`config.mk`:
```
export PLATFORM = sky130hd
export DESIGN_NAME = integer_to_radix_ascii
export DESIGN_NICKNAME = d
export VERILOG_FILES = /design/src/sv/itoa_pkg.sv /design/src/sv/itoa_front.sv /design/src/sv/itoa_div.sv /design/src/sv/itoa_back.sv /design/src/sv/integer_to_radix_ascii.sv
export SDC_FILE = /design/constraint.sdc
export NUM_CORES = 1
export LEC_CHECK = 0
export ABC_AREA = 1
export BUFFER_PORTS_ARGS = -buffer_cell sky130_fd_sc_hd__clkbuf_2
export CAP_MARGIN = 40
export CORE_MARGIN = 2
export CORE_UTILIZATION = 55
export DETAILED_ROUTE_END_ITERATION = 7
export PLACE_DENSITY_LB_ADDON = 0.15
export SKIP_LAST_GASP = 1
export SLEW_MARGIN = 20
export SYNTH_ARGS = -nofsm -noshare
export SYNTH_HDL_FRONTEND = slang
export SYNTH_SLANG_ARGS = --single-unit
```
`constraint.sdc`:
```
create_clock -name clk_i -period 17.79 [get_ports clk_i]
set_clock_uncertainty 0.2 [all_clocks]
set_input_delay 0 -clock clk_i [delete_from_list [all_inputs] [get_ports clk_i]]
set_output_delay 0 -clock clk_i [all_outputs]
set_load 0.03 [all_outputs]
```
`src/sv/itoa_pkg.sv`:
```
// Shared types, constants and helper functions of the radix ASCII converter.
`default_nettype none

package itoa_pkg;

  // Width of the converted number and of the input value field.
  localparam int VALUE_BITS   = 16;
  localparam int VALUE_W      = 16;
  localparam int RADIX_W      = 6;
  localparam int CHAR_W       = 7;

  // Input and output stream widths, padded to whole bytes.
  localparam int S_TDATA_W    = ((VALUE_W + RADIX_W + 7) / 8) * 8;
  localparam int M_TDATA_W    = ((CHAR_W + 7) / 8) * 8;

  // Divider: quotient bits resolved per cycle and cycles per digit.
  localparam int DIV_STEPS    = 8;
  localparam int DIV_CYCLES   = (VALUE_BITS + DIV_STEPS - 1) / DIV_STEPS;
  localparam int PAD_BITS     = DIV_CYCLES * DIV_STEPS;
  localparam int DIV_CNT_W    = $clog2(DIV_CYCLES + 1);

  // Digit buffer index; a conversion never yields more than VALUE_BITS digits.
  localparam int DIG_W        = (VALUE_BITS > 1) ? $clog2(VALUE_BITS) : 1;

  // Queue between front and back.
  localparam int QUEUE_DEPTH  = 2;
  localparam int QPTR_W       = (QUEUE_DEPTH > 1) ? $clog2(QUEUE_DEPTH) : 1;
  localparam int QCNT_W       = $clog2(QUEUE_DEPTH + 1);

  // Radix bounds and character constants.
  localparam logic [RADIX_W-1:0] RADIX_MIN = RADIX_W'(2);
  localparam logic [RADIX_W-1:0] RADIX_MAX = RADIX_W'(36);
  localparam logic [CHAR_W-1:0]  CHAR_ZERO = CHAR_W'(48);
  localparam logic [CHAR_W-1:0]  CHAR_NINE = CHAR_W'(57);
  localparam logic [CHAR_W-1:0]  ALPHA_GAP = CHAR_W'(7);

  // One classified request waiting for conversion.
  typedef struct packed {
    logic [VALUE_BITS-1:0] value;
    logic [RADIX_W-1:0]    radix;
  } item_t;

  // Back-end sequencer states.
  typedef enum logic [1:0] {
    BK_IDLE,
    BK_DIV,
    BK_EMIT
  } back_state_e;

  // Clamp a radix into the supported range.
  function automatic logic [RADIX_W-1:0] clamp_radix(input logic [RADIX_W-1:0] r);
    logic [RADIX_W-1:0] res;
    res = r;
    if (r < RADIX_MIN) res = RADIX_MIN;
    if (r > RADIX_MAX) res = RADIX_MAX;
    return res;
  endfunction

  // Map a digit value to its ASCII character.
  function automatic logic [CHAR_W-1:0] to_char(input logic [RADIX_W-1:0] d);
    logic [CHAR_W-1:0] c;
    c = CHAR_W'(d) + CHAR_ZERO;
    if (c > CHAR_NINE) c = c + ALPHA_GAP;
    return c;
  endfunction

endpackage

`default_nettype wire

```
`src/sv/itoa_front.sv`:
```
// Front end: accepts requests, clamps the radix and queues them for the back end.
`default_nettype none

module itoa_front import itoa_pkg::*; (
  input  wire logic                 clk_i,
  input  wire logic                 rst_ni,
  input  wire logic                 s_valid_i,
  output logic                      s_ready_o,
  input  wire logic [VALUE_W-1:0]   s_value_i,
  input  wire logic [RADIX_W-1:0]   s_radix_i,
  output logic                      q_valid_o,
  input  wire logic                 q_ready_i,
  output item_t                     q_item_o
);

  item_t             mem_q [QUEUE_DEPTH];
  logic [QPTR_W-1:0] wr_ptr_q, rd_ptr_q;
  logic [QCNT_W-1:0] cnt_q;
  logic              push, pop;
  item_t             item_in;

  // Classify the incoming request.
  always_comb begin
    item_in.value = VALUE_BITS'(s_value_i);
    item_in.radix = clamp_radix(s_radix_i);
  end

  assign s_ready_o = (cnt_q != QCNT_W'(QUEUE_DEPTH));
  assign q_valid_o = (cnt_q != '0);
  assign q_item_o  = mem_q[rd_ptr_q];
  assign push      = s_valid_i && s_ready_o;
  assign pop       = q_valid_o && q_ready_i;

  // Queue storage.
  always_ff @(posedge clk_i) begin
    if (push) begin
      mem_q[wr_ptr_q] <= item_in;
    end
  end

  // Queue pointers and fill count.
  always_ff @(posedge clk_i or negedge rst_ni) begin
    if (!rst_ni) begin
      wr_ptr_q <= '0;
      rd_ptr_q <= '0;
      cnt_q    <= '0;
    end else begin
      if (push) begin
        wr_ptr_q <= (wr_ptr_q == QPTR_W'(QUEUE_DEPTH - 1)) ? '0 : wr_ptr_q + 1'b1;
      end
      if (pop) begin
        rd_ptr_q <= (rd_ptr_q == QPTR_W'(QUEUE_DEPTH - 1)) ? '0 : rd_ptr_q + 1'b1;
      end
      if (push && !pop) begin
        cnt_q <= cnt_q + 1'b1;
      end else if (pop && !push) begin
        cnt_q <= cnt_q - 1'b1;
      end
    end
  end

endmodule

`default_nettype wire

```
`src/sv/itoa_div.sv`:
```
// Iterative divider: resolves several quotient bits per cycle by a small radix.
`default_nettype none

module itoa_div import itoa_pkg::*; (
  input  wire logic                  clk_i,
  input  wire logic                  rst_ni,
  input  wire logic                  start_i,
  input  wire logic [VALUE_BITS-1:0] dividend_i,
  input  wire logic [RADIX_W-1:0]    divisor_i,
  output logic                       done_o,
  output logic [VALUE_BITS-1:0]      quotient_o,
  output logic [RADIX_W-1:0]         remainder_o
);

  logic [PAD_BITS-1:0]  quo_q, quo_d;
  logic [RADIX_W-1:0]   rem_q, rem_d;
  logic [RADIX_W-1:0]   div_q;
  logic [DIV_CNT_W-1:0] cnt_q;
  logic                 busy_q, done_q;
  logic [RADIX_W:0]     trial;

  // Restoring division steps for one cycle; the remainder stays below the divisor.
  always_comb begin
    quo_d = quo_q;
    rem_d = rem_q;
    trial = '0;
    for (int i = 0; i < DIV_STEPS; i++) begin
      trial = {rem_d, quo_d[PAD_BITS-1]};
      quo_d = {quo_d[PAD_BITS-2:0], 1'b0};
      if (trial >= {1'b0, div_q}) begin
        trial    = trial - {1'b0, div_q};
        quo_d[0] = 1'b1;
      end
      rem_d = trial[RADIX_W-1:0];
    end
  end

  // Operand and partial result registers.
  always_ff @(posedge clk_i) begin
    if (start_i) begin
      quo_q <= PAD_BITS'(dividend_i);
      rem_q <= '0;
      div_q <= divisor_i;
    end else if (busy_q) begin
      quo_q <= quo_d;
      rem_q <= rem_d;
    end
  end

  // Cycle count and completion flag.
  always_ff @(posedge clk_i or negedge rst_ni) begin
    if (!rst_ni) begin
      busy_q <= 1'b0;
      done_q <= 1'b0;
      cnt_q  <= '0;
    end else begin
      done_q <= 1'b0;
      if (start_i) begin
        busy_q <= 1'b1;
        cnt_q  <= DIV_CNT_W'(DIV_CYCLES - 1);
      end else if (busy_q) begin
        if (cnt_q == '0) begin
          busy_q <= 1'b0;
          done_q <= 1'b1;
        end else begin
          cnt_q <= cnt_q - 1'b1;
        end
      end
    end
  end

  assign done_o      = done_q;
  assign quotient_o  = quo_q[VALUE_BITS-1:0];
  assign remainder_o = rem_q;

endmodule

`default_nettype wire

```
`src/sv/itoa_back.sv`:
```
// Back end: produces digits with the divider, buffers them and sends them out most significant digit first.
`default_nettype none

module itoa_back import itoa_pkg::*; (
  input  wire logic              clk_i,
  input  wire logic              rst_ni,
  input  wire logic              q_valid_i,
  output logic                   q_ready_o,
  input  wire item_t             q_item_i,
  output logic                   m_valid_o,
  input  wire logic              m_ready_i,
  output logic [CHAR_W-1:0]      m_char_o,
  output logic                   m_last_o
);

  back_state_e           state_q, state_d;
  logic [DIG_W-1:0]      idx_q;
  logic [RADIX_W-1:0]    radix_q;
  logic [CHAR_W-1:0]     buf_q [VALUE_BITS];
  logic                  m_valid_q, m_last_q;
  logic [CHAR_W-1:0]     m_char_q;

  logic                  div_start, div_done;
  logic [VALUE_BITS-1:0] div_dividend, div_quo;
  logic [RADIX_W-1:0]    div_divisor, div_rem;
  logic                  take, more, finish, out_free, load;

  itoa_div u_div (
    .clk_i       (clk_i),
    .rst_ni      (rst_ni),
    .start_i     (div_start),
    .dividend_i  (div_dividend),
    .divisor_i   (div_divisor),
    .done_o      (div_done),
    .quotient_o  (div_quo),
    .remainder_o (div_rem)
  );

  // Next state.
  always_comb begin
    state_d = state_q;
    case (state_q)
      BK_IDLE: if (q_valid_i) state_d = BK_DIV;
      BK_DIV:  if (div_done && div_quo == '0) state_d = BK_EMIT;
      BK_EMIT: if (out_free && idx_q == '0) state_d = BK_IDLE;
      default: state_d = BK_IDLE;
    endcase
  end

  // Control outputs of the sequencer.
  always_comb begin
    take         = 1'b0;
    more         = 1'b0;
    finish       = 1'b0;
    load         = 1'b0;
    div_dividend = div_quo;
    div_divisor  = radix_q;
    case (state_q)
      BK_IDLE: begin
        take         = q_valid_i;
        div_dividend = q_item_i.value;
        div_divisor  = q_item_i.radix;
      end
      BK_DIV: begin
        more   = div_done && (div_quo != '0);
        finish = div_done && (div_quo == '0);
      end
      BK_EMIT: begin
        load = out_free;
      end
      default: begin
        take = 1'b0;
      end
    endcase
  end

  assign out_free  = !m_valid_q || m_ready_i;
  assign div_start = take || more;
  assign q_ready_o = (state_q == BK_IDLE);

  // Digit buffer, filled least significant digit first.
  always_ff @(posedge clk_i) begin
    if (more || finish) begin
      buf_q[idx_q] <= to_char(div_rem);
    end
    if (take) begin
      radix_q <= q_item_i.radix;
    end
    if (load) begin
      m_char_q <= buf_q[idx_q];
      m_last_q <= (idx_q == '0);
    end
  end

  // State, digit index and output valid.
  always_ff @(posedge clk_i or negedge rst_ni) begin
    if (!rst_ni) begin
      state_q   <= BK_IDLE;
      idx_q     <= '0;
      m_valid_q <= 1'b0;
    end else begin
      state_q <= state_d;
      if (take) begin
        idx_q <= '0;
      end else if (more) begin
        idx_q <= idx_q + 1'b1;
      end else if (load && idx_q != '0) begin
        idx_q <= idx_q - 1'b1;
      end
      if (load) begin
        m_valid_q <= 1'b1;
      end else if (m_ready_i) begin
        m_valid_q <= 1'b0;
      end
    end
  end

  assign m_valid_o = m_valid_q;
  assign m_char_o  = m_char_q;
  assign m_last_o  = m_last_q;

endmodule

`default_nettype wire

```
`src/sv/integer_to_radix_ascii.sv`:
```
// Top level of the unsigned integer to radix ASCII digit converter.
//
//  Channel  Direction  Payload                               Frame marker
//  s_axis   in         tdata: value[15:0], radix[21:16]      none
//  m_axis   out        tdata: digit_char[6:0]                tlast on final digit
//
// A conversion yields n digits (1 to 16). The back end produces them one by one in the
// shared divider, which resolves eight quotient bits a cycle, then sends the buffered
// characters out.
// A two-entry queue lets requests be taken while the back end is busy or stalled.
// Reset clears only control state; nothing is kept between requests.
`default_nettype none

module integer_to_radix_ascii import itoa_pkg::*; (
  input  wire logic                 clk_i,
  input  wire logic                 rst_ni,
  input  wire logic                 s_axis_tvalid_i,
  output logic                      s_axis_tready_o,
  input  wire logic [S_TDATA_W-1:0] s_axis_tdata_i,  // value[15:0], radix[21:16]
  output logic                      m_axis_tvalid_o,
  input  wire logic                 m_axis_tready_i,
  output logic [M_TDATA_W-1:0]      m_axis_tdata_o,  // digit_char[6:0]
  output logic                      m_axis_tlast_o
);

  logic              q_valid, q_ready;
  item_t             q_item;
  logic [CHAR_W-1:0] m_char;

  // Request intake and queue.
  itoa_front u_front (
    .clk_i     (clk_i),
    .rst_ni    (rst_ni),
    .s_valid_i (s_axis_tvalid_i),
    .s_ready_o (s_axis_tready_o),
    .s_value_i (s_axis_tdata_i[VALUE_W-1:0]),
    .s_radix_i (s_axis_tdata_i[VALUE_W+RADIX_W-1:VALUE_W]),
    .q_valid_o (q_valid),
    .q_ready_i (q_ready),
    .q_item_o  (q_item)
  );

  // Digit generation and output.
  itoa_back u_back (
    .clk_i     (clk_i),
    .rst_ni    (rst_ni),
    .q_valid_i (q_valid),
    .q_ready_o (q_ready),
    .q_item_i  (q_item),
    .m_valid_o (m_axis_tvalid_o),
    .m_ready_i (m_axis_tready_i),
    .m_char_o  (m_char),
    .m_last_o  (m_axis_tlast_o)
  );

  assign m_axis_tdata_o = M_TDATA_W'(m_char);

endmodule

`default_nettype wire

```
# ---- After elaboration in Yosys (flattened, before gate mapping)
# Memory sizes are Yosys's and may differ from the RTL's. A register that Yosys moved wholly into a read port is not among the register bits.
# Index checks and enable logic that the tools add are counted.
dict set report totals {
  regBits 50
  ramBits 156
  in_bits 28
  out_inout_bits 11
  memories 2
}
# name words width rd rd_clocked_by_memory_dff wr line
set memory_table {}
lappend memory_table {u_back.buf_q 16 7 1 1 1 itoa_back.sv:19} ;# logic [CHAR_W-1:0] buf_q [VALUE_BITS];
lappend memory_table {u_front.mem_q 2 22 1 0 1 itoa_front.sv:16} ;# item_t mem_q [QUEUE_DEPTH];
dict set report op_classes {
  n_addsub 17
  magnitude_cmp 11
  eq_ne 8
  n_mux 54
  n_reduce_logical 28
}
# op n
set ops {}
lappend ops {{$mux W6} 11}
lappend ops {{$ge A7 B6 Y1} 8}
lappend ops {{$mux W16} 3}
lappend ops {{$sub A6 B6 Y6} 8}
lappend ops {{$mux W1} 26}
lappend ops {{$logic_not A16 Y1} 1}
lappend ops {{$mux W2} 8}
lappend ops {{$reduce_bool A16 Y1} 1}
lappend ops {{$mux W7} 2}
lappend ops {{$mux W4} 3}
lappend ops {{$logic_and A1 B1 Y1} 8}
lappend ops {{$ne A2 B1 Y1 const B} 4}
lappend ops {{$reduce_bool A2 Y1} 4}
lappend ops {{$add A6 B6 Y7 const B} 1}
lappend ops {{$add A7 B3 Y7 const B} 1}
lappend ops {{$gt A7 B6 Y1 const B} 1}
lappend ops {{$gt A6 B6 Y1 const B} 1}
lappend ops {{$lt A6 B2 Y1 const B} 1}
lappend ops {{$pmux W2 S3} 1}
lappend ops {{$add A4 B1 Y4 const B} 1}
lappend ops {{$logic_not A2 Y1} 2}
lappend ops {{$logic_not A4 Y1} 1}
lappend ops {{$ne A2 B2 Y1 const B} 2}
lappend ops {{$reduce_and A2 Y1} 2}
lappend ops {{other kinds (11)} 17}

# ---- Depth between registers and ports, before layout
# Gate-level depths: netlist of the first run.
dict set report logic_depth {
  ltp_word 18
  ltp_mapped 88
  mapped_depth_nobuf 87
}

# ---- Hierarchy
# From an unflattened synthesis of the first run, not the netlist that was laid out.
dict set report hier_totals {
  cells_unflattened 1246
  hier_area_um2 11802.6
}
# mod instances cells_per_inst area_each_um2 seq_area_each_um2
set modules_own_cells {}
lappend modules_own_cells {itoa_back 1 515 5788.1 3958.8}
lappend modules_own_cells {itoa_div 1 566 4081.4 880.8}
lappend modules_own_cells {itoa_front 1 163 1921.8 1421.4}
lappend modules_own_cells {integer_to_radix_ascii 1 2 11.3 0.0}

# ---- Worst setup path before layout of the first run
# OpenSTA, ideal clock, no wires.
dict set report synth_timing {
  kind {register to register}
  start {reg u_back.u_div.div_q[1]}
  end {reg u_back.u_div.rem_q[1], in the netlist u_back.u_div.remainder_o[1]}
  setup_time_ps 113
  arrival_time_ps 12197
  slack_ps 5280
  stages_incl_launch_ff 83
  path_buffers 1
  synth_period_minus_slack_ps 12510
  path_cell_list {edfxtp_1 > inv_1 > ha_1 > nand3_1 > nand2_2 > nand2_2 > nand3_4 > buf_6 > o21ai_0 > inv_1 > ha_1 > nand3b_1 > nand3_1 > a21oi_1 > nand2_1 > nor2_4 > nand2_1 > o21ai_0 > (+47 left out) > a221oi_1 > inv_1 > nor2_4 > nand3_1 > nand2_1 > inv_1 > ha_1 > inv_1 > o21bai_1 > a21oi_1 > nor2_1 > nor2_1 > o21a_1 > inv_1 > nor2_4 > nand3_1 > nand3_1 > nand2_1}
}
dict set report synth_via {
  elab_chain_len 16
  word_cells_on_any_way 24
}
# element line
set synth_lines {}
lappend synth_lines {{start: declaration} itoa_div.sv:17} ;# logic [RADIX_W-1:0] div_q;
lappend synth_lines {{start signal: assignment} itoa_div.sv:43} ;# div_q <= divisor_i;
lappend synth_lines {{$sub A6 B6 Y6 or $ge A7 B6 Y1 (tied branches)} {itoa_div.sv:31, itoa_div.sv:30}}
lappend synth_lines {{$mux W6} itoa_div.sv:30} ;# if (trial >= {1'b0, div_q}) begin
lappend synth_lines {{$sub A6 B6 Y6 or $ge A7 B6 Y1 (tied branches)} {itoa_div.sv:31, itoa_div.sv:30}}
lappend synth_lines {{$mux W6} itoa_div.sv:30}
lappend synth_lines {{$sub A6 B6 Y6 or $ge A7 B6 Y1 (tied branches)} {itoa_div.sv:31, itoa_div.sv:30}}
lappend synth_lines {{$mux W6} itoa_div.sv:30}
lappend synth_lines {{$sub A6 B6 Y6 or $ge A7 B6 Y1 (tied branches)} {itoa_div.sv:31, itoa_div.sv:30}}
lappend synth_lines {{$mux W6} itoa_div.sv:30}
lappend synth_lines {{$sub A6 B6 Y6 or $ge A7 B6 Y1 (tied branches)} {itoa_div.sv:31, itoa_div.sv:30}}
lappend synth_lines {{$mux W6} itoa_div.sv:30}
lappend synth_lines {{$ge A7 B6 Y1 or $sub A6 B6 Y6 (tied branches)} {itoa_div.sv:30, itoa_div.sv:31}}
lappend synth_lines {{$mux W6} itoa_div.sv:30}
lappend synth_lines {{$ge A7 B6 Y1 or $sub A6 B6 Y6 (tied branches)} {itoa_div.sv:30, itoa_div.sv:31}}
lappend synth_lines {{$mux W6} itoa_div.sv:30}
lappend synth_lines {{$sub A6 B6 Y6 or $ge A7 B6 Y1 (tied branches)} {itoa_div.sv:31, itoa_div.sv:30}}
lappend synth_lines {{$mux W6 (*)} itoa_div.sv:30}
lappend synth_lines {{end signal: assignment} itoa_div.sv:46} ;# rem_q <= rem_d;
lappend synth_lines {{end: declaration} itoa_div.sv:16} ;# logic [RADIX_W-1:0] rem_q, rem_d;
# Mark *: on every way between the ends. The rest lies on a longest branch, timed or not.
# A chain may end at the register's enable or synchronous reset.

# ---- Final worst setup path of the first run
dict set report layout_timing {
  start {reg u_back.u_div.div_q[1]}
  end {reg u_back.u_div.quo_q[0], in the netlist u_back.u_div.quotient_o[0], data pin}
}
dict set report layout_via {
  elab_chain_len 18
  word_cells_on_any_way 25
}
# element line
set layout_lines {}
lappend layout_lines {{$sub A6 B6 Y6 or $ge A7 B6 Y1 (tied branches)} {itoa_div.sv:31, itoa_div.sv:30}}
lappend layout_lines {{$mux W6} itoa_div.sv:30}
lappend layout_lines {{$sub A6 B6 Y6 or $ge A7 B6 Y1 (tied branches)} {itoa_div.sv:31, itoa_div.sv:30}}
lappend layout_lines {{$mux W6} itoa_div.sv:30}
lappend layout_lines {{$sub A6 B6 Y6 or $ge A7 B6 Y1 (tied branches)} {itoa_div.sv:31, itoa_div.sv:30}}
lappend layout_lines {{$mux W6} itoa_div.sv:30}
lappend layout_lines {{$sub A6 B6 Y6 or $ge A7 B6 Y1 (tied branches)} {itoa_div.sv:31, itoa_div.sv:30}}
lappend layout_lines {{$mux W6} itoa_div.sv:30}
lappend layout_lines {{(+2 left out)} n/a}
lappend layout_lines {{$ge A7 B6 Y1 or $sub A6 B6 Y6 (tied branches)} {itoa_div.sv:30, itoa_div.sv:31}}
lappend layout_lines {{$mux W6} itoa_div.sv:30}
lappend layout_lines {{$sub A6 B6 Y6 or $ge A7 B6 Y1 (tied branches)} {itoa_div.sv:31, itoa_div.sv:30}}
lappend layout_lines {{$mux W6} itoa_div.sv:30}
lappend layout_lines {{$ge A7 B6 Y1 (*)} itoa_div.sv:30}
lappend layout_lines {{$mux W1 (*)} itoa_div.sv:30}
lappend layout_lines {{$mux W16 (*)} itoa_div.sv:44} ;# end else if (busy_q) begin
lappend layout_lines {{$mux W16 (*)} itoa_div.sv:40} ;# if (start_i) begin
lappend layout_lines {{end signal: assignment} itoa_div.sv:41} ;# quo_q <= PAD_BITS'(dividend_i);
lappend layout_lines {{end signal: assignment} itoa_div.sv:45} ;# quo_q <= quo_d;
lappend layout_lines {{end: declaration} itoa_div.sv:15} ;# logic [PAD_BITS-1:0] quo_q, quo_d;
# Mark *: on every way between the ends. The rest lies on a longest branch, timed or not. The select of a mux whose other input is x is not followed.

==> results of run 1 <==
## stage by stage
stage	instances	area, um^2
after CTS	1467	12700
after floorplan	1108	11200
after detailed placement	1398	11800
after global routing	1467	12700
final	1467	12700
after global placement	1395	11700
## Yosys cell counts, drive strengths merged
cell,instances,area [um^2]
nor3,5,25.0
o21bai,4,30.0
a21oi,31,166
o21ai,36,180
dfxtp,6,120
a221oi,1,8.76
nor2,90,373
clkbuf,27,101
a31oi,24,150
conb,1,3.75
o21a,4,30.0
clkinv,1,3.75
xnor2,16,140
a21o,2,15.0
nand2,247,980
edfxtp,192,5770
ha,56,701
nand4,19,119
a31o,1,8.76
o211ai,1,7.51
nand3b,1,7.51
nor4,2,12.5
dfrtp,15,375
fa,9,180
o22ai,2,12.5
a22oi,28,210
o31ai,1,7.51
or2,2,12.5
xor2,24,210
nand3,142,813
or4,2,15.0
buf,3,22.5
inv,112,420
mux2i,1,10.0
## final timing paths
path | from | end | slack (ps) | depth (start not counted)
setup / recovery | u_back.u_div.div_q[1] | u_back.u_div.quotient_o[0] | 3130 | 77
hold / removal | s_axis_tdata_i[12] | u_front.mem_q[0][18] | 40 | 2
setup reg to reg | u_back.u_div.div_q[1] | u_back.u_div.quotient_o[0] | 3130 | 77
hold reg to reg | u_back.u_div.remainder_o[5] | u_back.u_div.remainder_o[5] | 300 | 2
max in group asynchronous | rst_ni | u_back.idx_q[1] | 16480 | 3
min in group asynchronous | rst_ni | u_front.cnt_q[0] | 410 | 3
## critical path: cells and delay by family (launching register included)
family | cells | cell delay (ps)
AO/OA/AOI/OAI | 28 | 5630
adder cells (fa/ha/maj) | 8 | 2680
buffers and inverters | 11 | 1190
flip-flops | 1 | 700
AND/OR/NAND/NOR | 30 | 3990
## layer usage
metal | vias to the layer above | part of all wire [%] | wire length, um | global-route usage, %
met4 | 0 | 1.4 | 351 | 4.33
met2 | 210 | 45 | 10900 | 35.5
li1 | 4012 | - | - | -
met1 | 3818 | 48 | 11800 | 35.0
met3 | 31 | 5.7 | 1390 | 2.92
met5 | - | 0 | 0 | 0
## state kept, by name, summed over array words and instances, names as in the netlist
signal / count
u_back.u_div.quotient_o: 16
u_back.u_div.busy_q: 1
u_front.mem_q: 44
u_front.cnt_q: 2
u_back.u_div.cnt_q: 2
u_back.state_q: 2
u_back.idx_q: 4
u_front.rd_ptr_q: 1
u_back.buf_q: 112
u_back.m_valid_o: 1
u_back.radix_q: 6
u_back.m_last_o: 1
u_back.u_div.remainder_o: 6
u_back.u_div.done_o: 1
u_back.u_div.div_q: 6
u_front.wr_ptr_q: 1
u_back.m_char_o: 7
## cell type report
| cell class | instances | share of cell area [%] |
|---|---|---|
| clock buffer | 28 | 4.58 |
| clock inverter | 11 | 0.766 |
| inverter | 113 | 3.33 |
| multi-input combinational | 752 | 34.9 |
| sequential | 213 | 49.2 |
| tap | 270 | 2.65 |
| timing repair buffer | 80 | 4.62 |
## cells by family (layout without fill, tap and decap cells)
kind of cell,count (synthesis),count (layout)
simple gates,510,510
mux,1,1
flops,213,213
compound gates,135,135
buf+inv,143,232
xor+xnor,40,40
other cells,1,1
fa+ha+maj,65,65
## cells in the final DEF (no fill, tap or decap), types with 9 or more instances in the layout
| cell type | synthesis | final |
|---|---|---|
| dfrtp_1 | 15 | 14 |
| nor2_1 | 82 | 77 |
| fa_1 | 9 | 9 |
| nand2_1 | 238 | 238 |
| nand3_1 | 132 | 132 |
| xor2_1 | 24 | 24 |
| a31oi_1 | 24 | 24 |
| clkbuf_16 | 0 | 22 |
| nor2_2 | 5 | 10 |
| xnor2_1 | 16 | 16 |
| clkbuf_2 | 0 | 35 |
| buf_4 | 1 | 15 |
| inv_1 | 109 | 109 |
| a21oi_1 | 30 | 30 |
| ha_1 | 56 | 56 |
| dlygate4sd3_1 | 0 | 30 |
| o21ai_0 | 33 | 31 |
| a22oi_1 | 28 | 28 |
| nand4_1 | 19 | 19 |
| edfxtp_1 | 192 | 192 |
==> reports/results.tsv, run 1 <==
stage	metric	value	unit
placed_design	Buffers on Ports	35	
cells_and_area	Final nets	1275	
floorplanning	Rows	52	
logic_synthesis	post-synthesis mux area share	0.0891	%
floorplanning	core box area	20200	um^2
logic_synthesis	Mapped Area	11200	um^2
grt	first-pass GRT wire length	38800	um
detailed_routing	Avg Vias per Cell	5.50	
grt	all-layer global routing usage	22.8	%
detailed_routing	First-pass DRT Iterations	5	
setup_path	worst-path fanout max	13	
cells_and_area	Final Util	63.2	%
detailed_routing	vias	8071	
cells_and_area	multi-input logic area	4450	um^2
sta	fin crit share	82.4	%
grt	GR Overflow Total	0	
grt	vias in the first global route	7516	
sta	FMAX	68.2	MHz
setup_path	Critical Path AT	14690	ps
hold_path	Min-Delay Path Class	input port to register	
floorplanning	die height	147	um
logic_synthesis	Syn Nets	1201	
cells_and_area	register area	6260	um^2
clock_tree	# hold bufs at CTS	30	
logic_synthesis	Syn. warnings	0	
grt	largest net degree at the start of global routing	64	
sta	Max-slew headroom	42.9	%
clock_tree	Max Root-Sink Buffers	3	
sta	final hold viol count	0	
clock_tree	clock root buffer	clkbuf_16	
sta	fin worst setup slack	3130	ps
detailed_routing	routed len/inst	16.7	um
sta	Worst-Margin Slew	856	ps
sta	Hold WS	39.5	ps
logic_synthesis	sequential fraction of the synthesis area	55.7	%
clock_tree	CTS Buf Count	22	
setup_path	CP Class	register to register	
clock_tree	CTS tree	done	
cells_and_area	# fillers	1654	
placed_design	dpl hpwl	16800	um
placed_design	gpl congestion	0.875	
floorplanning	IO Pins	39	
logic_synthesis	xor and xnor area share after synthesis	3.12	%
placed_design	dpl ws	3180	ps
setup_path	slowest CP cell	edfxtp_1	
outcome	outcome	finished clean	
run	max_cap viols	0	
grt	initial antenna violation count	0	
logic_synthesis	number of distinct library cells after synthesis	46	
logic_synthesis	Avg Cell Area, Syn	10.1	um^2
clock_tree	Sink Count	213	
detailed_routing	Detailed Route WL	24400	um
floorplanning	die area	21600	um^2
sta	final setup violation count	0	
sta	setup tns final	0	ps
logic_synthesis	Post-Synthesis Cells	1108	
logic_synthesis	Synth Area in Adders	7.84	%
cells_and_area	Antenna Cells	0	
setup_path	WP data required	17810	ps
setup_path	crit end category	register	
cells_and_area	Area Overhead vs Synth	13.3	%
floorplanning	Die X	147	um
detailed_routing	drt drc	0	
logic_synthesis	post-synthesis compound-gate area fraction	7.36	%
clock_tree	Clock Pin Slew Worst Setup and Hold Paths	60	ps
clock_tree	Post-CTS Setup Bufs	0	
detailed_routing	Initial DRC Count	606	
sta	Final Critical Period	14660	ps
clock_tree	CTS resizes	0	
setup_path	CP Launch Type	register	
cells_and_area	layout cells sized above 1	10.1	%
clock_tree	CTS H-tree depth	1	
setup_path	CP dominant cell by count	a21oi_1	
floorplanning	starting density of the core	55.7	%
setup_path	worst stage delay on the critical path	700	ps
logic_synthesis	largest family of logic cells by synthesized area	simple AND/OR/NAND/NOR gates	
sta	Final Slew Violations	0	
detailed_routing	post-route antenna net violation count	0	
clock_tree	Clk Latency, worst-skew pair	510	ps
logic_synthesis	post-synthesis register bit count	213	
logic_synthesis	Post-Synth Simple-Gate Area	21.0	%
sta	RSZ-0062 raised after global routing	false	
Power of run 1 is not shown: default switching activity piles up to over one toggle a cycle in this logic, so the estimate is an artifact.
==> inputs of run 2 (changes only) <==
==> constraint.sdc (replaced) <==
create_clock -name clk_i -period 14.5 [get_ports clk_i]
set_clock_uncertainty 0.2 [all_clocks]
set_input_delay 0 -clock clk_i [delete_from_list [all_inputs] [get_ports clk_i]]
set_output_delay 0 -clock clk_i [all_outputs]
set_load 0.03 [all_outputs]
==> run 2 against run 1 <==
  * Cell area rose by 1.0%
  * Fmax up 11%
  * First-iteration DRC count is 24% higher
  * Utilization increased by 0.66 points
==> reports/results.tsv, run 2 (synthesis gave the netlist of run 1 again) <==
stage	metric	value	unit
outcome	outcome	finished clean	
cells_and_area	Area Overhead vs Synth	14.5	%
cells_and_area	post-route cell area	12900	um^2
floorplanning	core box area	20200	um^2
floorplanning	IO Pins	39	
placed_design	Buffers on Ports	35	
placed_design	dpl hpwl	16900	um
clock_tree	Clock Pin Slew Worst Setup and Hold Paths	60	ps
floorplanning	die height	147	um
clock_tree	CTS Buf Count	22	
cells_and_area	Reg with most FFs	u_back.buf_q	
placed_design	dpl ws	859	ps
detailed_routing	Detailed Route WL	24800	um
clock_tree	Sink Count	213	
sta	fin worst setup slack	1300	ps
detailed_routing	drt drc	0	
sta	final setup violation count	0	
setup_path	Critical Path AT	13380	ps
clock_tree	CTS H-tree depth	1	
placed_design	gpl congestion	0.921	
sta	Final Critical Period	13200	ps
floorplanning	die area	21600	um^2
sta	fin crit share	91.0	%
run	max_cap viols	0	
cells_and_area	Final nets	1287	
cells_and_area	commonest non-fill, non-tap cell in the layout	nand2_1	
setup_path	slowest CP cell	ha_1	
setup_path	worst-path fanout max	13	
cells_and_area	Antenna Cells	0	
setup_path	crit end category	register	
floorplanning	Rows	52	
detailed_routing	Avg Vias per Cell	5.48	
sta	Max-slew headroom	47.5	%
detailed_routing	routed len/inst	16.7	um
floorplanning	starting density of the core	55.7	%
cells_and_area	max reg flops	112	
setup_path	CP Launch Type	register	
detailed_routing	post-route antenna net violation count	0	
grt	initial antenna violation count	0	
detailed_routing	Initial DRC Count	749	
sta	Hold WS	42.9	ps
grt	first-pass GRT wire length	40000	um
grt	vias in the first global route	7833	
hold_path	Min-Delay Path Class	input port to register	
floorplanning	Die X	147	um
grt	GR Overflow Total	0	
setup_path	worst stage delay on the critical path	360	ps
clock_tree	Clk Latency, worst-skew pair	500	ps
setup_path	R2R Setup Slk	1300	ps
grt	all-layer global routing usage	23.4	%
sta	FMAX	75.8	MHz
setup_path	CP Class	register to register	
cells_and_area	highest-count cells in the layout ignoring fill and taps	nand2_1 (238), edfxtp_1 (192), nand3_1 (132)	
detailed_routing	vias	8116	
sta	final hold viol count	0	
sta	Worst-Margin Slew	784	ps
setup_path	WP data required	14690	ps
clock_tree	CTS tree	done	
grt	largest net degree at the start of global routing	64	
sta	Final Slew Violations	0	
placed_design	Placed Area	11800	um^2
cells_and_area	layout cells sized above 1	11.6	%
clock_tree	clock root buffer	clkbuf_16	
clock_tree	Max Root-Sink Buffers	3	
detailed_routing	First-pass DRT Iterations	5	
## run 2: cell count changes in the layout (fill, tap and decap cells not counted), sizes merged
| cell | delta |
|---|---|
| buf | +12 |
| clkbuf | -3 |
| clkinv | +3 |
| clkinvlp | +1 |
## run 2: worst max-delay path: cells and delay by family (launching register included)
family                   cells  cell delay, ps
flip-flops                   1             350
AND/OR/NAND/NOR             33            3710
AO/OA/AOI/OAI               29            4940
adder cells (fa/ha/maj)      8            2660
buffers and inverters       15            1230
## run 2: repair_timing
| item | 4_1_cts | 5_1_grt |
|---|---|---|
| buffers inserted | 0 | 2 |
| setup endpoints to repair | 0 | 7 |
| hold buffers | 30 | 0 |
| resized for setup | 0 | 13 |
| hold endpoints to repair | 112 | 0 |
## run 2: path summary, 6_finish.rpt
path                                  startpoint                           to  cells after the start
min in group asynchronous                 rst_ni             u_front.cnt_q[1]                      3
setup / recovery           u_back.u_div.div_q[2]  u_back.u_div.remainder_o[2]                     85
hold reg to reg                 u_front.cnt_q[0]             u_front.cnt_q[0]                      1
hold / removal                s_axis_tdata_i[13]         u_front.mem_q[1][19]                      2
setup reg to reg           u_back.u_div.div_q[2]  u_back.u_div.remainder_o[2]                     85
max in group asynchronous                 rst_ni              u_back.idx_q[1]                      3
## run 2: area by class of cell
cell class | instances | area [um^2]
clock inverters | 15 | 106
flip-flops and latches | 213 | 6260
inverters | 113 | 424
clock buffers | 25 | 583
multi-input cells | 752 | 4470
repair buffers | 92 | 686
fillers | 1640 | 7300
well taps | 270 | 338
## run 2: stage by stage
step	utilization, %	setup TNS [ps]	std cells
2_1_floorplan	-	0	1108
5_1_grt	63.8	-1.62	1480
6_report	63.8	0	1480
3_3_place_gp	58.4	0	1403
3_5_place_dp	58.6	0	1407
4_1_cts	63.5	0	1477
## run 2: per-layer routing
metal  up-vias  track usage, %  wire length, um  part of all wire, %
li1       4038               -                -                    -
met1      3801            35.4            11700                   47
met2       239            36.7            11100                   45
met3        38            2.73             1540                  6.2
met4         0            5.58              422                  1.7
met5         -               0                0                    0
Power of run 2 is left out for the same reason.
==> inputs of run 3 (changes only) <==
--- a/config.mk
+++ b/config.mk
@@ -9,11 +9,11 @@
 export BUFFER_PORTS_ARGS = -buffer_cell sky130_fd_sc_hd__clkbuf_2
 export CAP_MARGIN = 40
 export CORE_MARGIN = 2
-export CORE_UTILIZATION = 55
+export CORE_UTILIZATION = 60
 export DETAILED_ROUTE_END_ITERATION = 7
 export PLACE_DENSITY_LB_ADDON = 0.15
 export SKIP_LAST_GASP = 1
-export SLEW_MARGIN = 20
+export SLEW_MARGIN = 25
 export SYNTH_ARGS = -nofsm -noshare
 export SYNTH_HDL_FRONTEND = slang
 export SYNTH_SLANG_ARGS = --single-unit
==> run 3 against run 2 <==
  * Clock-buffer cell count rose by 4
  * Register-to-register slack got worse by 90 ps
  * Cell count fell by 2.4%
  * Highest routed layer unchanged
  * Worst hold slack got worse by 3.4 ps
  * Critical path depth fell by 1
  * Fmax fell by 0.67%
  * Flip-flop and latch count did not move
  * Non-clock buffer count rose by 1
  * Die area fell by 8.1%
  * Global-route usage rose by 2.3 points
==> reports/results.tsv, run 3 (synthesis gave the netlist of run 1 again) <==
stage	metric	value	unit
outcome	outcome	finished clean	
detailed_routing	Avg Vias per Cell	5.73	
setup_path	worst-path fanout max	13	
sta	fin crit share	91.6	%
cells_and_area	Antenna Cells	0	
placed_design	gpl congestion	0.919	
floorplanning	die area	19800	um^2
floorplanning	core box area	18500	um^2
cells_and_area	commonest non-fill, non-tap cell in the layout	nand2_1	
sta	Final Slew Violations	0	
floorplanning	Die X	141	um
sta	Final Critical Period	13280	ps
cells_and_area	Final Util	69.7	%
setup_path	CP dominant cell by count	nand2_1	
floorplanning	IO Pins	39	
grt	GR Overflow Total	0	
placed_design	Cells after DPL	1371	
sta	Max-slew headroom	48.2	%
grt	initial antenna violation count	0	
setup_path	WP data required	14510	ps
sta	final setup violation count	0	
cells_and_area	final non-filler cell total	1445	
placed_design	dpl ws	828	ps
setup_path	CP Launch Type	register	
clock_tree	Max Root-Sink Buffers	3	
hold_path	Worst Hold Depth	2	
sta	fin worst setup slack	1220	ps
setup_path	RR Endpoint	u_back.u_div.quotient_o[0]	
detailed_routing	drt drc	0	
setup_path	FF-to-FF Start	u_back.u_div.div_q[2]	
grt	all-layer global routing usage	25.7	%
detailed_routing	routed len/inst	17.3	um
floorplanning	die height	141	um
detailed_routing	First-pass DRT Iterations	5	
setup_path	r2r worst-path depth	84	
hold_path	hold path startpoint	s_axis_tdata_i[4]	
clock_tree	Sink Count	213	
floorplanning	Rows	50	
hold_path	hold path endpoint	u_front.mem_q[1][10]	
cells_and_area	Reg with most FFs	u_back.buf_q	
setup_path	R2R Setup Slk	1220	ps
setup_path	CP Class	register to register	
detailed_routing	Detailed Route WL	25100	um
clock_tree	CTS tree	done	
setup_path	slowest CP cell	ha_2	
detailed_routing	post-route antenna net violation count	0	
floorplanning	starting density of the core	60.7	%
cells_and_area	Area Overhead vs Synth	14.9	%
hold_path	Min-Delay Path Class	input port to register	
detailed_routing	Initial DRC Count	740	
cells_and_area	post-route cell area	12900	um^2
detailed_routing	vias	8284	
setup_path	worst stage delay on the critical path	390	ps
placed_design	dpl hpwl	16700	um
clock_tree	Clk Latency, worst-skew pair	510	ps
run	max_cap viols	0	
clock_tree	CTS Buf Count	22	
setup_path	Critical Path AT	13290	ps
clock_tree	Clock Pin Slew Worst Setup and Hold Paths	60	ps
placed_design	Buffers on Ports	35	
sta	final hold viol count	0	
cells_and_area	Final nets	1288	
cells_and_area	highest-count cells in the layout ignoring fill and taps	nand2_1 (238), edfxtp_1 (192), nand3_1 (132)	
setup_path	crit end category	register	
sta	FMAX	75.3	MHz
sta	Worst-Margin Slew	770	ps
grt	largest net degree at the start of global routing	64	
clock_tree	CTS H-tree depth	1	
cells_and_area	layout cells sized above 1	12.0	%
placed_design	Placed Area	11800	um^2
cells_and_area	# fillers	1366	
grt	vias in the first global route	8114	
clock_tree	clock root buffer	clkbuf_16	
cells_and_area	max reg flops	112	
grt	first-pass GRT wire length	40400	um
run 3: cell types whose count changed in the layout (fill, tap and decap cells not counted), sizes merged:
cell      change
clkbuf        +4
clkinvlp      -2
bufinv        +2
inv           -1
clkinv        -3
buf           +1
run 3: worst max-delay path by stage:
stage                                        to  slack, ps             startpoint
global placement     u_back.u_div.quotient_o[0]       1110  u_back.u_div.div_q[4]
detailed placement   u_back.u_div.quotient_o[0]        830  u_back.u_div.div_q[2]
global route        u_back.u_div.remainder_o[4]        -60  u_back.u_div.div_q[2]
CTS                 u_back.u_div.remainder_o[4]        820  u_back.u_div.div_q[2]
finish               u_back.u_div.quotient_o[0]       1220  u_back.u_div.div_q[2]
floorplan           u_back.u_div.remainder_o[1]       1990  u_back.u_div.div_q[1]
run 3: area by class of cell:
type	count	area, um^2	area share [%]
Multi-Input combinational cell	752	4480	34.7
Inverter	113	424	3.29
Clock inverter	11	145	1.12
Clock buffer	29	617	4.78
Timing Repair Buffer	93	689	5.34
Tap cell	234	293	2.27
Sequential cell	213	6260	48.5
run 3: repair_timing:
item	CTS	global route
resized for setup	0	13
endpoints found under the hold margin	93	0
buffers inserted	0	1
setup endpoints to repair	0	7
hold buffers	30	0
run 3: metal layers:
metal,track usage (%),wire [um],vias to the layer above
li1,-,-,4039
met1,37.5,11000,3879
met2,40.9,11500,317
met3,3.60,1960,49
met4,7.58,561,0
met5,0,0,-
run 3: critical path, delay by kind of cell, from the launching register on:
| kind | cells | cell delay, ps |
|---|---|---|
| AOI/OAI and AO/OA | 30 | 5070 |
| and+or+nand+nor | 32 | 3630 |
| adders and majority gates | 8 | 2620 |
| buffers and inverters | 14 | 1130 |
| DFF | 1 | 370 |
run 3: per-stage QoR:
step / setup TNS (ps) / hold WS, ps
after floorplan: 0 / -496
after global placement: 0 / -269
after detailed placement: 0 / -259
after CTS: 0 / 12.7
after global routing: -192 / 50.4
final: 0 / 39.6
Power of run 3 is left out for the same reason.
